[src/rtl/assert_macros.svh]
// Assertion helpers shared by the RTL.
`ifndef ASSERT_MACROS_SVH
`define ASSERT_MACROS_SVH

`ifndef SYNTH

`define FRF_ASSERT_IMPL(name, clk, rstn, ante, cons) \
    name: assert property (@(posedge clk) disable iff (!rstn) (ante) |-> (cons)) \
        else $error("same-cycle check failed");

`define FRF_ASSERT_NEXT(name, clk, rstn, ante, cons) \
    name: assert property (@(posedge clk) disable iff (!rstn) (ante) |=> (cons)) \
        else $error("next-cycle check failed");

`else

`define FRF_ASSERT_IMPL(name, clk, rstn, ante, cons)

`define FRF_ASSERT_NEXT(name, clk, rstn, ante, cons)

`endif

`endif

[src/rtl/frf_pkg.sv]
package frf_pkg;

    localparam int RelayEntries = 8;
    localparam int TripleW      = 24;
    localparam int HdrBytes     = 5;

    // configuration register indexes
    localparam logic [2:0] CFG_NODE_ID   = 3'd0;
    localparam logic [2:0] CFG_IS_PARENT = 3'd1;
    localparam logic [2:0] CFG_PREAMBLE  = 3'd2;
    localparam logic [2:0] CFG_HOP_LIMIT = 3'd3;

    // header bytes replayed after a relay decision
    localparam logic [2:0] HDR_PREAMBLE = 3'd0;
    localparam logic [2:0] HDR_TYPE     = 3'd1;
    localparam logic [2:0] HDR_DEST     = 3'd2;
    localparam logic [2:0] HDR_SOURCE   = 3'd3;
    localparam logic [2:0] HDR_HOP      = 3'd4;

    localparam logic KIND_BYTE   = 1'b0;
    localparam logic KIND_REPORT = 1'b1;

    typedef enum logic [3:0] {
        ST_IDLE,
        ST_TYPE,
        ST_DEST,
        ST_SOURCE,
        ST_HOP,
        ST_SEARCH,
        ST_HDR,
        ST_LENGTH,
        ST_BODY,
        ST_REPORT
    } frf_state_t;

    typedef struct packed {
        logic               vld;
        logic               hit;
        logic [TripleW-1:0] key;
    } frf_probe_t;

    typedef struct packed {
        logic               vld;
        logic [TripleW-1:0] key;
    } frf_entry_t;

    typedef struct packed {
        logic               search;
        logic               insert;
        logic [TripleW-1:0] triple;
    } frf_tbl_req_t;

    typedef struct packed {
        logic done;
        logic hit;
    } frf_tbl_rsp_t;

endpackage

[src/rtl/frf_cell.sv]
module frf_cell (
    input  logic                aclk,
    input  logic                aresetn,
    input  logic                insert,
    input  frf_pkg::frf_probe_t probe_in,
    output frf_pkg::frf_probe_t probe_out,
    input  frf_pkg::frf_entry_t entry_in,
    output frf_pkg::frf_entry_t entry_out
);

    logic                        probe_vld_reg;
    logic                        probe_hit_reg;
    logic                        probe_hit_next;
    logic [frf_pkg::TripleW-1:0] probe_key_reg;
    logic                        entry_vld_reg;
    logic [frf_pkg::TripleW-1:0] entry_key_reg;

    assign probe_hit_next = probe_in.hit
                          | (entry_vld_reg && (entry_key_reg == probe_in.key));

    always_ff @(posedge aclk) begin
        if (!aresetn) begin
            probe_vld_reg <= 1'b0;
            entry_vld_reg <= 1'b0;
        end else begin
            probe_vld_reg <= probe_in.vld;
            if (insert) begin
                entry_vld_reg <= entry_in.vld;
            end
        end
    end

    // shift the entry one cell down on insert; the oldest falls off the end
    always_ff @(posedge aclk) begin
        probe_hit_reg <= probe_hit_next;
        probe_key_reg <= probe_in.key;
        if (insert) begin
            entry_key_reg <= entry_in.key;
        end
    end

    assign probe_out.vld = probe_vld_reg;
    assign probe_out.hit = probe_hit_reg;
    assign probe_out.key = probe_key_reg;
    assign entry_out.vld = entry_vld_reg;
    assign entry_out.key = entry_key_reg;

endmodule

[src/rtl/frf_table.sv]
module frf_table (
    input  logic                  aclk,
    input  logic                  aresetn,
    input  frf_pkg::frf_tbl_req_t req,
    output frf_pkg::frf_tbl_rsp_t rsp
);

    frf_pkg::frf_probe_t probe_link [0:frf_pkg::RelayEntries];
    frf_pkg::frf_entry_t entry_link [0:frf_pkg::RelayEntries-1];

    assign probe_link[0].vld = req.search;
    assign probe_link[0].hit = 1'b0;
    assign probe_link[0].key = req.triple;
    assign entry_link[0].vld = 1'b1;
    assign entry_link[0].key = req.triple;

    for (genvar i = 0; i < frf_pkg::RelayEntries; i++) begin : g_cell
        if (i < frf_pkg::RelayEntries - 1) begin : g_mid
            frf_cell u_cell (
                .aclk      (aclk),
                .aresetn   (aresetn),
                .insert    (req.insert),
                .probe_in  (probe_link[i]),
                .probe_out (probe_link[i+1]),
                .entry_in  (entry_link[i]),
                .entry_out (entry_link[i+1])
            );
        end else begin : g_last
            frf_cell u_cell (
                .aclk      (aclk),
                .aresetn   (aresetn),
                .insert    (req.insert),
                .probe_in  (probe_link[i]),
                .probe_out (probe_link[i+1]),
                .entry_in  (entry_link[i]),
                .entry_out ()
            );
        end
    end

    assign rsp.done = probe_link[frf_pkg::RelayEntries].vld;
    assign rsp.hit  = probe_link[frf_pkg::RelayEntries].hit;

endmodule

[src/rtl/flood_relay_frame_filter_unit.sv]
// Channel   Ports                          Carries
// s_        s_valid s_ready s_rx_byte      received radio byte
// m_        m_valid m_ready m_*            relayed byte or end-of-frame report
// cfg_      cfg_we cfg_index cfg_wdata     register write, no wait
//
// Idle, type, destination and source states always accept a byte.
// The hop byte launches a probe down the relay cell row, unless the node is a parent,
// the frame is for this node or the hop count has reached the limit; on a miss in
// the row the five header bytes are replayed. Length and body bytes are accepted
// when the output register is free; the frame end then emits the report.
// Synchronous active-low reset empties the relay row and returns to idle.
// A stalled m_ side holds one result and stops s_ from the length byte to the frame end.
`include "assert_macros.svh"

module flood_relay_frame_filter_unit (
    input  logic       aclk,
    input  logic       aresetn,
    input  logic       s_valid,
    output logic       s_ready,
    input  logic [7:0] s_rx_byte,
    output logic       m_valid,
    input  logic       m_ready,
    output logic       m_result_kind,
    output logic [7:0] m_tx_byte,
    output logic       m_last_tx_byte,
    output logic       m_addressed_here,
    output logic       m_was_relayed,
    output logic       m_was_duplicate,
    output logic       m_hop_exceeded,
    output logic [7:0] m_frame_type,
    output logic [7:0] m_dest_id,
    output logic [7:0] m_source_id,
    output logic [7:0] m_body_length,
    input  logic       cfg_we,
    input  logic [2:0] cfg_index,
    input  logic [7:0] cfg_wdata
);

    frf_pkg::frf_state_t state_reg, state_next;

    logic [7:0] node_id_reg;
    logic       is_parent_reg;
    logic [7:0] preamble_reg;
    logic [7:0] hop_limit_reg;

    logic [7:0] type_reg, type_next;
    logic [7:0] dest_reg, dest_next;
    logic [7:0] source_reg, source_next;
    logic [7:0] hop_reg, hop_next;
    logic [7:0] length_reg, length_next;
    logic [7:0] left_reg, left_next;
    logic [2:0] hdr_cnt_reg, hdr_cnt_next;
    logic       relaying_reg, relaying_next;
    logic       here_reg, here_next;
    logic       was_relayed_reg, was_relayed_next;
    logic       dup_reg, dup_next;
    logic       hopex_reg, hopex_next;

    logic       m_valid_reg, m_valid_next;
    logic       m_result_kind_reg;
    logic [7:0] m_tx_byte_reg;
    logic       m_last_tx_byte_reg;
    logic       m_here_reg;
    logic       m_relayed_reg;
    logic       m_dup_reg;
    logic       m_hopex_reg;
    logic [7:0] m_type_reg;
    logic [7:0] m_dest_reg;
    logic [7:0] m_source_reg;
    logic [7:0] m_length_reg;

    logic       s_acc;
    logic       out_free;
    logic       emit_byte;
    logic       emit_last;
    logic [7:0] emit_value;
    logic       emit_report;

    frf_pkg::frf_tbl_req_t tbl_req;
    frf_pkg::frf_tbl_rsp_t tbl_rsp;

    frf_table u_table (
        .aclk    (aclk),
        .aresetn (aresetn),
        .req     (tbl_req),
        .rsp     (tbl_rsp)
    );

    assign s_acc    = s_valid && s_ready;
    assign out_free = !m_valid_reg || m_ready;

    always_comb begin
        state_next = state_reg;
        case (state_reg)
            frf_pkg::ST_IDLE: begin
                if (s_acc && (s_rx_byte == preamble_reg)) begin
                    state_next = frf_pkg::ST_TYPE;
                end
            end
            frf_pkg::ST_TYPE: begin
                if (s_acc) begin
                    state_next = frf_pkg::ST_DEST;
                end
            end
            frf_pkg::ST_DEST: begin
                if (s_acc) begin
                    state_next = frf_pkg::ST_SOURCE;
                end
            end
            frf_pkg::ST_SOURCE: begin
                if (s_acc) begin
                    state_next = frf_pkg::ST_HOP;
                end
            end
            frf_pkg::ST_HOP: begin
                if (s_acc) begin
                    state_next = tbl_req.search ? frf_pkg::ST_SEARCH : frf_pkg::ST_LENGTH;
                end
            end
            frf_pkg::ST_SEARCH: begin
                if (tbl_rsp.done) begin
                    state_next = tbl_rsp.hit ? frf_pkg::ST_LENGTH : frf_pkg::ST_HDR;
                end
            end
            frf_pkg::ST_HDR: begin
                if (out_free && (hdr_cnt_reg == 3'(frf_pkg::HdrBytes - 1))) begin
                    state_next = frf_pkg::ST_LENGTH;
                end
            end
            frf_pkg::ST_LENGTH: begin
                if (s_acc) begin
                    state_next = (s_rx_byte == 8'd0) ? frf_pkg::ST_REPORT : frf_pkg::ST_BODY;
                end
            end
            frf_pkg::ST_BODY: begin
                if (s_acc && (left_reg == 8'd1)) begin
                    state_next = frf_pkg::ST_REPORT;
                end
            end
            frf_pkg::ST_REPORT: begin
                if (out_free) begin
                    state_next = frf_pkg::ST_IDLE;
                end
            end
            default: state_next = frf_pkg::ST_IDLE;
        endcase
    end

    always_comb begin
        s_ready          = 1'b0;
        emit_byte        = 1'b0;
        emit_last        = 1'b0;
        emit_value       = 8'd0;
        emit_report      = 1'b0;
        tbl_req.search   = 1'b0;
        tbl_req.insert   = 1'b0;
        tbl_req.triple   = {source_reg, dest_reg, type_reg};
        type_next        = type_reg;
        dest_next        = dest_reg;
        source_next      = source_reg;
        hop_next         = hop_reg;
        length_next      = length_reg;
        left_next        = left_reg;
        hdr_cnt_next     = hdr_cnt_reg;
        relaying_next    = relaying_reg;
        here_next        = here_reg;
        was_relayed_next = was_relayed_reg;
        dup_next         = dup_reg;
        hopex_next       = hopex_reg;
        case (state_reg)
            frf_pkg::ST_IDLE: begin
                s_ready = 1'b1;
                if (s_acc && (s_rx_byte == preamble_reg)) begin
                    relaying_next    = 1'b0;
                    here_next        = 1'b0;
                    was_relayed_next = 1'b0;
                    dup_next         = 1'b0;
                    hopex_next       = 1'b0;
                end
            end
            frf_pkg::ST_TYPE: begin
                s_ready = 1'b1;
                if (s_acc) begin
                    type_next = s_rx_byte;
                end
            end
            frf_pkg::ST_DEST: begin
                s_ready = 1'b1;
                if (s_acc) begin
                    dest_next = s_rx_byte;
                end
            end
            frf_pkg::ST_SOURCE: begin
                s_ready = 1'b1;
                if (s_acc) begin
                    source_next = s_rx_byte;
                end
            end
            frf_pkg::ST_HOP: begin
                s_ready = 1'b1;
                if (s_acc) begin
                    here_next        = (dest_reg == node_id_reg);
                    was_relayed_next = 1'b0;
                    dup_next         = 1'b0;
                    hopex_next       = 1'b0;
                    relaying_next    = 1'b0;
                    hop_next         = s_rx_byte + 8'd1;
                    if (!is_parent_reg && (dest_reg != node_id_reg)) begin
                        if (s_rx_byte >= hop_limit_reg) begin
                            hopex_next = 1'b1;
                        end else begin
                            tbl_req.search = 1'b1;
                        end
                    end
                end
            end
            frf_pkg::ST_SEARCH: begin
                if (tbl_rsp.done) begin
                    if (tbl_rsp.hit) begin
                        dup_next = 1'b1;
                    end else begin
                        tbl_req.insert   = 1'b1;
                        was_relayed_next = 1'b1;
                        relaying_next    = 1'b1;
                        hdr_cnt_next     = frf_pkg::HDR_PREAMBLE;
                    end
                end
            end
            frf_pkg::ST_HDR: begin
                if (out_free) begin
                    emit_byte    = 1'b1;
                    hdr_cnt_next = hdr_cnt_reg + 3'd1;
                    case (hdr_cnt_reg)
                        frf_pkg::HDR_PREAMBLE: emit_value = preamble_reg;
                        frf_pkg::HDR_TYPE:     emit_value = type_reg;
                        frf_pkg::HDR_DEST:     emit_value = dest_reg;
                        frf_pkg::HDR_SOURCE:   emit_value = source_reg;
                        frf_pkg::HDR_HOP:      emit_value = hop_reg;
                        default:               emit_value = 8'd0;
                    endcase
                end
            end
            frf_pkg::ST_LENGTH: begin
                s_ready = out_free;
                if (s_acc) begin
                    length_next = s_rx_byte;
                    left_next   = s_rx_byte;
                    emit_byte   = relaying_reg;
                    emit_value  = s_rx_byte;
                    emit_last   = (s_rx_byte == 8'd0);
                end
            end
            frf_pkg::ST_BODY: begin
                s_ready = out_free;
                if (s_acc) begin
                    left_next  = left_reg - 8'd1;
                    emit_byte  = relaying_reg;
                    emit_value = s_rx_byte;
                    emit_last  = (left_reg == 8'd1);
                end
            end
            frf_pkg::ST_REPORT: begin
                if (out_free) begin
                    emit_report   = 1'b1;
                    relaying_next = 1'b0;
                end
            end
            default: begin
                s_ready = 1'b0;
            end
        endcase
    end

    always_comb begin
        if (emit_byte || emit_report) begin
            m_valid_next = 1'b1;
        end else if (m_ready) begin
            m_valid_next = 1'b0;
        end else begin
            m_valid_next = m_valid_reg;
        end
    end

    always_ff @(posedge aclk) begin
        if (!aresetn) begin
            state_reg     <= frf_pkg::ST_IDLE;
            node_id_reg   <= 8'd0;
            is_parent_reg <= 1'b0;
            preamble_reg  <= 8'd170;
            hop_limit_reg <= 8'd4;
            relaying_reg  <= 1'b0;
            hdr_cnt_reg   <= frf_pkg::HDR_PREAMBLE;
            m_valid_reg   <= 1'b0;
        end else begin
            state_reg    <= state_next;
            relaying_reg <= relaying_next;
            hdr_cnt_reg  <= hdr_cnt_next;
            m_valid_reg  <= m_valid_next;
            if (cfg_we) begin
                case (cfg_index)
                    frf_pkg::CFG_NODE_ID:   node_id_reg   <= cfg_wdata;
                    frf_pkg::CFG_IS_PARENT: is_parent_reg <= cfg_wdata[0];
                    frf_pkg::CFG_PREAMBLE:  preamble_reg  <= cfg_wdata;
                    frf_pkg::CFG_HOP_LIMIT: hop_limit_reg <= cfg_wdata;
                    default: ;
                endcase
            end
        end
    end

    always_ff @(posedge aclk) begin
        type_reg        <= type_next;
        dest_reg        <= dest_next;
        source_reg      <= source_next;
        hop_reg         <= hop_next;
        length_reg      <= length_next;
        left_reg        <= left_next;
        here_reg        <= here_next;
        was_relayed_reg <= was_relayed_next;
        dup_reg         <= dup_next;
        hopex_reg       <= hopex_next;
        if (emit_report) begin
            m_result_kind_reg  <= frf_pkg::KIND_REPORT;
            m_tx_byte_reg      <= 8'd0;
            m_last_tx_byte_reg <= 1'b0;
            m_here_reg         <= here_reg;
            m_relayed_reg      <= was_relayed_reg;
            m_dup_reg          <= dup_reg;
            m_hopex_reg        <= hopex_reg;
            m_type_reg         <= type_reg;
            m_dest_reg         <= dest_reg;
            m_source_reg       <= source_reg;
            m_length_reg       <= length_reg;
        end else if (emit_byte) begin
            m_result_kind_reg  <= frf_pkg::KIND_BYTE;
            m_tx_byte_reg      <= emit_value;
            m_last_tx_byte_reg <= emit_last;
            m_here_reg         <= 1'b0;
            m_relayed_reg      <= 1'b0;
            m_dup_reg          <= 1'b0;
            m_hopex_reg        <= 1'b0;
            m_type_reg         <= 8'd0;
            m_dest_reg         <= 8'd0;
            m_source_reg       <= 8'd0;
            m_length_reg       <= 8'd0;
        end
    end

    assign m_valid          = m_valid_reg;
    assign m_result_kind    = m_result_kind_reg;
    assign m_tx_byte        = m_tx_byte_reg;
    assign m_last_tx_byte   = m_last_tx_byte_reg;
    assign m_addressed_here = m_here_reg;
    assign m_was_relayed    = m_relayed_reg;
    assign m_was_duplicate  = m_dup_reg;
    assign m_hop_exceeded   = m_hopex_reg;
    assign m_frame_type     = m_type_reg;
    assign m_dest_id        = m_dest_reg;
    assign m_source_id      = m_source_reg;
    assign m_body_length    = m_length_reg;

    `FRF_ASSERT_IMPL(a_done_only_in_search, aclk, aresetn,
                     tbl_rsp.done, state_reg == frf_pkg::ST_SEARCH)
    `FRF_ASSERT_NEXT(a_insert_marks_relay, aclk, aresetn,
                     tbl_req.insert, relaying_reg && was_relayed_reg)
    `FRF_ASSERT_IMPL(a_hdr_cnt_bound, aclk, aresetn,
                     state_reg == frf_pkg::ST_HDR, hdr_cnt_reg < 3'(frf_pkg::HdrBytes))
    `FRF_ASSERT_NEXT(a_report_then_idle, aclk, aresetn,
                     (state_reg == frf_pkg::ST_REPORT) && out_free,
                     (state_reg == frf_pkg::ST_IDLE) && m_valid_reg
                         && (m_result_kind_reg == frf_pkg::KIND_REPORT))
    `FRF_ASSERT_IMPL(a_no_rx_while_busy, aclk, aresetn,
                     (state_reg == frf_pkg::ST_SEARCH) || (state_reg == frf_pkg::ST_HDR)
                         || (state_reg == frf_pkg::ST_REPORT),
                     !s_ready)

endmodule
[config.mk]
export PLATFORM = sky130hd
export DESIGN_NAME = flood_relay_frame_filter_unit
export DESIGN_NICKNAME = d
export VERILOG_FILES = /design/src/rtl/frf_pkg.sv /design/src/rtl/frf_cell.sv /design/src/rtl/frf_table.sv /design/src/rtl/flood_relay_frame_filter_unit.sv
export VERILOG_INCLUDE_DIRS = /design/src /design/src/rtl
export SDC_FILE = /design/constraint.sdc
export NUM_CORES = 1
export LEC_CHECK = 0
export BUFFER_PORTS_ARGS = -buffer_cell sky130_fd_sc_hd__buf_2
export CORE_ASPECT_RATIO = 0.9
export CORE_MARGIN = 2
export CORE_UTILIZATION = 50
export DETAILED_ROUTE_END_ITERATION = 10
export GPL_TIMING_DRIVEN = 0
export PLACE_DENSITY = 0.67
export SLEW_MARGIN = 20
export SYNTH_ARGS = -nofsm -noshare
export SYNTH_HDL_FRONTEND = slang
export SYNTH_HIERARCHICAL = 1
export SYNTH_SLANG_ARGS = --single-unit
[constraint.sdc]
create_clock -name aclk -period 8.8 [get_ports aclk]
set_input_delay 2.64 -clock aclk [delete_from_list [all_inputs] [get_ports aclk]]
set_output_delay 2.64 -clock aclk [all_outputs]
set_load 0.02 [all_outputs]
==> summary.md <==
| Metric | Value |
|---|---|
| First-pass GRT wire length | `52100 µm` |
| DR WL/cell | `about 18 µm` |
| GP Congestion | `roughly 0.86` |
| Total track usage | `~18%` |
| Inst Count DP | `~1800` |
| WP data required | `approximately 6.2 ns` |
| Initial antenna violation count | `2` |
| Initial drt markers | `518` |
| Vias/cell | `5.07` |
| Power Dens Cells | `between 200 and 250 nW/µm²` |
| Root buf cell | `clkbuf_16` |
| Worst Path Arrival | `~3.8 ns` |
| Min Clock Period, post-route | `6.44 ns` |
| Commonest non-fill, non-tap cells in the layout | `280 x edfxtp_1, 236 x dfxtp_1, 128 x xnor2_1, 92 x xor2_1, 81 x nand2_1` |
| Final #Nets | `between 1000 and 1500` |
| Die height | `about 190 µm` |
| Leakage power | `roughly 7.4 nW` |
| Worst hold-check path type | `flop to flop` |
| Syn_area_per_cell | `14.5 µm²` |
| Commonest non-fill, non-tap cell in the layout | `edfxtp_1` |
| I/O Pins | `72` |
| Post-Syn Area | `18200 µm²` |
| Clock skew | `between 0.01 and 0.015 ns` |
| VDD IR-drop max | `between 0.15 and 0.2 mV` |
| Final Max Tran Viols | `0` |
| Core ar. | `36000 µm²` |
| GR Overflow Total | `0` |
| DRC viols | `0` |
| Post-DRT Antenna Nets | `0` |
| DR pass1 iterations | `7` |
| # hold bufs at CTS | `0` |
| Port-buffer cells | `71` |
| Gates resized, CTS repair | `0` |
| Starting Density | `50.6%` |
| H-tree depth | `2` |
| Die width | `just over 200 µm` |
| Total Wirelength | `33700 µm` |
| Vias in the first global route | `approximately 10000` |
| Post-route insts no fill | `1905` |
| Cells after Synth | `~1300` |
| Die Area | `38000 µm²` |
| CP Capture Type | `output port` |
| Clock slew at the register clock pins of the worst setup and hold paths | `0.06 ns` |
| Actual slew at the worst max-slew pin | `1.03 ns` |
| FP Rows | `66` |
| Status | `finished, final reports clean` |
| RSZ-0062 raised after global routing | `no` |
| Crit-path max FO | `10` |
| # Post-CTS Setup Buffers | `0` |
| Clk sinks | `between 500 and 600` |
| Setup_tns | `0 ns` |
| Synth Warn # | `6` |
| Layout Area Growth over Synthesis | `14.4%` |
| Total of max-cap violations | `0` |
| Number of buffers created by CTS | `50` |
| Final setup viols | `0` |
| Worst setup path class | `input pin to output port` |
| Crit start category | `input pin` |
| Achievable Freq | `about 0.16 GHz` |
| Post-DP HPWL | `23000 µm` |
| Period utilization | `73.2%` |
| Largest net degree at the start of global routing | `between 40 and 50` |
| Via count | `between 9000 and 10000` |
| Slew HR | `31.2%` |
| Final Hold Fails | `0` |
| Later-pin clock latency in the skew report | `approximately 0.57 ns` |
| FILL cells | `roughly 2900` |
| Synth Net Count | `about 1300` |
| Maximum clock path buffer count | `3` |
| Share of cells above drive strength 1 | `13.5%` |
| TritonCTS clock tree | `built` |
==> worst max-delay path, stage by stage <==
cell,delay [ns]
buf_2,0.08
nand2b_1,0.21
clkbuf_1,0.39
o21ai_0,0.17
o21ai_0,0.11
buf_2,0.19
==> worst paths after layout <==
check	end	slack, ns	from	cells after the start
worst min-delay path	u_table/g_cell[4].g_mid.u_cell/probe_key_reg[5]$_DFF_P_	0.36	u_table/g_cell[3].g_mid.u_cell/probe_key_reg[5]$_DFF_P_	0
worst max register to register	m_frame_type[0]$_SDFFCE_PN0P_	5.57	state_reg[1]$_SDFFE_PN0P_	8
worst min register to register	u_table/g_cell[4].g_mid.u_cell/probe_key_reg[5]$_DFF_P_	0.36	u_table/g_cell[3].g_mid.u_cell/probe_key_reg[5]$_DFF_P_	0
worst max-delay path	s_ready	2.36	m_ready	6
==> metal layers <==
layer,up-vias,wire length (µm),global-route usage [%]
met4,0,1080,6.88
met3,79,1490,2.99
met2,249,16500,30.6
li1,4739,-,-
met5,-,0,0
met1,4592,14600,22.9
==> area by class of cell <==
type                            count  area (µm²)  share of cell area, %
Buffer                             57         319                   1.53
Inverter                           18        67.6                  0.324
Antenna cell                        2        5.00                 0.0240
Multi-Input combinational cell    667        4730                   22.7
Sequential cell                   516       13100                   62.9
Tap cell                          476         596                   2.85
Clock buffer                       69        1350                   6.48
Clock inverter                     24         205                  0.983
Timing Repair Buffer               76         463                   2.22
==> report_power, final <==
| group | leakage [nW] | internal, W | total [W] | switching [W] |
|---|---|---|---|---|
| Clock | 0.758 | 0.00114 | 0.00202 | 0.000877 |
| Sequential | 4.42 | 0.00266 | 0.00275 | 0.0000951 |
| Combinational | 2.21 | 0.000139 | 0.000327 | 0.000188 |
==> metrics by stage <==
stage / setup slack, ns / power [W] / hold WS (ns) / utilization [%] / instance area, µm²
finish: 2.36 / 0.00510 / 0.359 / 58.0 / 20900
CTS: 2.36 / 0.00513 / 0.354 / 57.9 / 20900
floorplan: 2.34 / 0.00301 / 0.349 / - / 18200
detailed placement: 2.37 / 0.00313 / 0.354 / 53.6 / 19300
global placement: 0.0401 / 0.00312 / 0.353 / 53.3 / 19200
global route: 2.24 / 0.00527 / 0.357 / 58.0 / 20900
No activity file was read; power rests on OpenSTA's default activity.
